[config.mk]
export PLATFORM = sky130hd
export DESIGN_NAME = mhpq_cell
export DESIGN_NICKNAME = d
export VERILOG_FILES = /design/src/hdl/mhpq_pkg.sv /design/src/hdl/mhpq_cell.sv
export SDC_FILE = /design/constraint.sdc
export NUM_CORES = 1
export LEC_CHECK = 0
export ABC_AREA = 1
export BUFFER_PORTS_ARGS = -buffer_cell sky130_fd_sc_hd__buf_4
export CAP_MARGIN = 30
export CORE_MARGIN = 4
export CORE_UTILIZATION = 41
export DETAILED_ROUTE_END_ITERATION = 8
export PLACE_DENSITY = 0.78
export SLEW_MARGIN = 20
export SYNTH_ARGS = -nofsm -noshare
export SYNTH_HDL_FRONTEND = slang
export SYNTH_SLANG_ARGS = --single-unit
export TNS_END_PERCENT = 100
[constraint.sdc]
create_clock -name clk -period 2.3 [get_ports clk]
set_input_delay 0.46 -clock clk [delete_from_list [all_inputs] [get_ports clk]]
set_output_delay 0.46 -clock clk [all_outputs]
set_load 0.02 [all_outputs]
[src/hdl/mhpq_pkg.sv]
`timescale 1ns / 1ps
// ----------------------------------------------------------------------------
// mhpq_pkg
// Shared types and constants for the max-heap priority queue cell chain.
// ----------------------------------------------------------------------------
package mhpq_pkg;

    localparam int CAPACITY   = 64;
    localparam int DATA_WIDTH = 32;
    localparam int COUNT_W    = $clog2(CAPACITY + 1);

    typedef logic signed [DATA_WIDTH-1:0] data_t;
    typedef logic [COUNT_W-1:0]           count_t;

    typedef enum logic
    {
        OP_PUSH = 1'b0,
        OP_POP  = 1'b1
    } op_t;

    typedef enum logic [1:0]
    {
        ST_DONE      = 2'd0,
        ST_FULL_DROP = 2'd1,
        ST_EMPTY_POP = 2'd2
    } status_t;

    // broadcast command to every cell
    typedef struct packed
    {
        logic  push_en;
        logic  pop_en;
        data_t value;
    } cmd_t;

    // what one cell shows its neighbors
    typedef struct packed
    {
        data_t value;
        logic  valid;
        logic  yield;
    } link_t;

endpackage

[src/hdl/mhpq_cell.sv]
`timescale 1ns / 1ps
// ----------------------------------------------------------------------------
// mhpq_cell
// One slot of the sorted chain: holds one entry, shifts right on insert and
// left on removal.
// ----------------------------------------------------------------------------
module mhpq_cell
(
    input  logic           clk,
    input  logic           rst_n,
    input  mhpq_pkg::cmd_t cmd,
    input  mhpq_pkg::link_t left,
    input  mhpq_pkg::link_t right,
    output mhpq_pkg::link_t self
);

    mhpq_pkg::data_t value_reg;
    mhpq_pkg::data_t value_next;
    logic            valid_reg;
    logic            valid_next;
    logic            yield;

    // yield this slot when it is empty or the new item outranks what it holds
    assign yield = !valid_reg || (value_reg < cmd.value);

    always_comb
    begin
        value_next = value_reg;
        valid_next = valid_reg;
        if (cmd.pop_en)
        begin
            value_next = right.value;
            valid_next = right.valid;
        end
        else if (cmd.push_en)
        begin
            if (left.yield)
            begin
                value_next = left.value;
                valid_next = left.valid;
            end
            else if (yield)
            begin
                value_next = cmd.value;
                valid_next = 1'b1;
            end
        end
    end

    always_ff @(posedge clk or negedge rst_n)
    begin
        if (!rst_n)
        begin
            valid_reg <= 1'b0;
        end
        else
        begin
            valid_reg <= valid_next;
        end
    end

    always_ff @(posedge clk)
    begin
        value_reg <= value_next;
    end

    assign self.value = value_reg;
    assign self.valid = valid_reg;
    assign self.yield = yield;

endmodule

==> flow_summary.toml <==
[finish]
largest_register_ffs = 32
fin_area_um2 = 3943
area_growth_pct = 60.52
stdcell_count = 520
insertedDiodeCount = 0
fin_nets = 582
layout-drive-gt1-share = 0.4353
final_cell_mix = "154 x buf_4, 97 x nand2_1, 41 x inv_1"
postLayoutCoreUtil = 0.6988
layout.cells.most_common = "buf_4"

[critical_path]
critPathLaunchType = "register"
ff2ff_setup_slack_ns = 0.01
worstRegToRegCells = 15
cpMostUsedCell = "nand2_1"
r2r_end = "value_reg[19]"
cpPeakStageDelay_ns = 0.43
worstPathArrival_ns = 1.93
path_max_fanout = 2
r2r_start = "value_reg[5]"
required_ns = 1.84
crit_type = "register to output pin"
worst_setup_path_end_kind = "output pin"
crit_chain = "ha_4 -> a21oi_1 -> nor2_2 -> nor3_2 -> nand2_1 -> nand2_1 -> nand2_1 -> nand2_2 -> nand2_1 -> nand2_2 -> nand3_2 -> buf_6"
cp_num_buf_inv = 1
path_delay_family = "simple AND/OR/NAND/NOR gates"
cp_slowest_cell = "edfxtp_1"

[floorplan]
die_h_um = 85.40
die_w_um = 85.40
ioPinCount = 138
design.core.area_um2 = 5642
die_area_um2 = 7293
rows = 27
initial_core_util = 0.4354

[outcome]
violations = "setup timing"
outcome = "finished with violations"

[synthesis]
synth.area.top_cells = "edfxtp_1 39%, ha_1 16%, nand2_1 15%, o211ai_1 9.5%, inv_1 6.4%"
postSynthAreaPerCell_um2 = 8.383
synthCells = 293
ys_warn_count = 0
seq_area_frac_synth = 0.4014
syn-num-nets = 428
synth_top_area_share = 0.3912
synth_cell_type_count = 27
yosys.area.top_type = "edfxtp_1"
ys_ff_latch = 33
syn-cell-area_um2 = 2456

[grt]
antenna_found_initial = 0
grt_max_degree = 38
grt_pass1_vias = 2589
grt-ovfl-total = 0
grt_pass1_wl_um = 11460
grt_use_total = 0.1946

[routing]
post_drt_wl_per_cell_um = 14.40
route.detailed.drc = 0
drt_wl_total_um = 7486
drt-pass1-iter-count = 4
vias = 2617
dr.first_iter.drc_count = 66
viasPerCell = 5.033
ant_nets = 0

[sta]
setup_viol_count_final = 1
rsz0062_at_grt = "true"
max_freq_mhz = 418.9
finalHoldViolCount = 0
worst_pin_slew_ns = 0.6714
fin_skew_ns = 0.004669
finalCritPeriodShare = 1.038
worst_slew_margin_rel = 0.5520
maxSlewViolCount = 0
fin_crit_ns = 2.387
worst_slack_ns = -0.08748

[worst_hold_path]
min_path_type = "primary input to register"
min_to = "value_reg[0]"
min_delay_path_depth = 3
hold_start = "left[2]"

[clock_network]
clockBufferDepth = 2
htree_num_levels = 2
cts_buffers = 5
cts.sinks = 33
clkLatencyLatePin_ns = 0.28
cts_root_buf = "clkbuf_8"
cts_tree = "yes"
cts.reportedPaths.clkPinSlew_ns = 0.07

[power_and_ir_drop]
power_mw = 2.035
irDropWorstVdd_mv = 0.3075
pwr_density_cell_nw_per_um2 = 516.0
p_leak_nw = 1.970

[placed_design]
place.gp.congestion = 0.7897
place_hpwl_um = 5853
dpl.cell_count = 499
placed_area_um2 = 3621
io_buffers = 136
pre_cts_ws_ns = -0.07495

[flow_run]
cap_violations = 0
[how the worst max path moves through the flow]
| stage | depth (start not counted) | slack [ns] | to | from |
|---|---|---|---|---|
| after floorplan | 11 | -0.10 | value_reg[0] | value_reg[21] |
| after CTS | 10 | -0.09 | self[0] | value_reg[21] |
| after global routing | 12 | -0.20 | self[0] | value_reg[5] |
| after global placement | 16 | -0.05 | value_reg[15] | cmd[5] |
| final | 12 | -0.09 | self[0] | value_reg[5] |
| after detailed placement | 13 | -0.07 | value_reg[15] | cmd[21] |
[routing by layer]
layer,vias to the layer above,part of all wire,track usage
met4,0,0.012,0.05468
met2,109,0.52,0.3595
met3,13,0.094,0.06214
met5,-,0,0
met1,1203,0.37,0.2113
li1,1292,-,-
[synth_stat cells, drive strengths merged]
cell type	number
edfxtp	32
dfrtp	1
nor2	11
nand2	100
buf	4
nand3	6
nand4	2
clkbuf	8
o211ai	31
o21ai	5
inv	43
a21oi	15
ha	31
or2	1
nor3	2
o21a	1
[through the flow]
stage | setup TNS, ns | hold slack [ns]
after floorplan | -3.320 | 0.1644
after global placement | -1.573 | 0.2379
after detailed placement | -2.190 | 0.2380
after CTS | -0.09378 | 0.4667
after global routing | -3.552 | 0.4739
final | -0.08748 | 0.4716
[cells by family after synthesis]
| logic type | synth area share |
|---|---|
| simple gates | 0.2063 |
| buf+inv | 0.09220 |
| compound gates | 0.1421 |
| flops | 0.4014 |
| fa+ha+maj | 0.1579 |
[power breakdown]
group	switching [mW]	total, mW	internal, mW
Clock	0.202	0.417	0.215
Sequential	0.0502	0.803	0.753
Combinational	0.402	0.815	0.413
Total	0.654	2.03	1.38
[worst reg2reg max path, delay by kind of cell (launching register included)]
| kind | cells | cell delay (ns) |
|---|---|---|
| compound gates | 1 | 0.20 |
| fa+ha+maj | 1 | 0.24 |
| buf+inv | 3 | 0.42 |
| flops | 1 | 0.43 |
| simple gates | 10 | 0.76 |
[what timing repair did]
item | CTS | global route
hold buffers | 1 | 0
gates cloned | 0 | 0
endpoints found under the setup margin | 1 | 33
endpoints found under the hold margin | 1 | 0
gates resized for setup | 7 | 14
pin swaps | 8 | 7
setup buffers | 3 | 9
[cell type report]
cell class              count  area (um^2)
inverters                  43        165.2
fillers                   451         1699
well taps                  72        90.09
clock buffers               8        80.08
multi-input cells         205         1384
flip-flops and latches     33        985.9
repair buffers            159         1237
No activity file was read; power rests on OpenSTA's default activity.
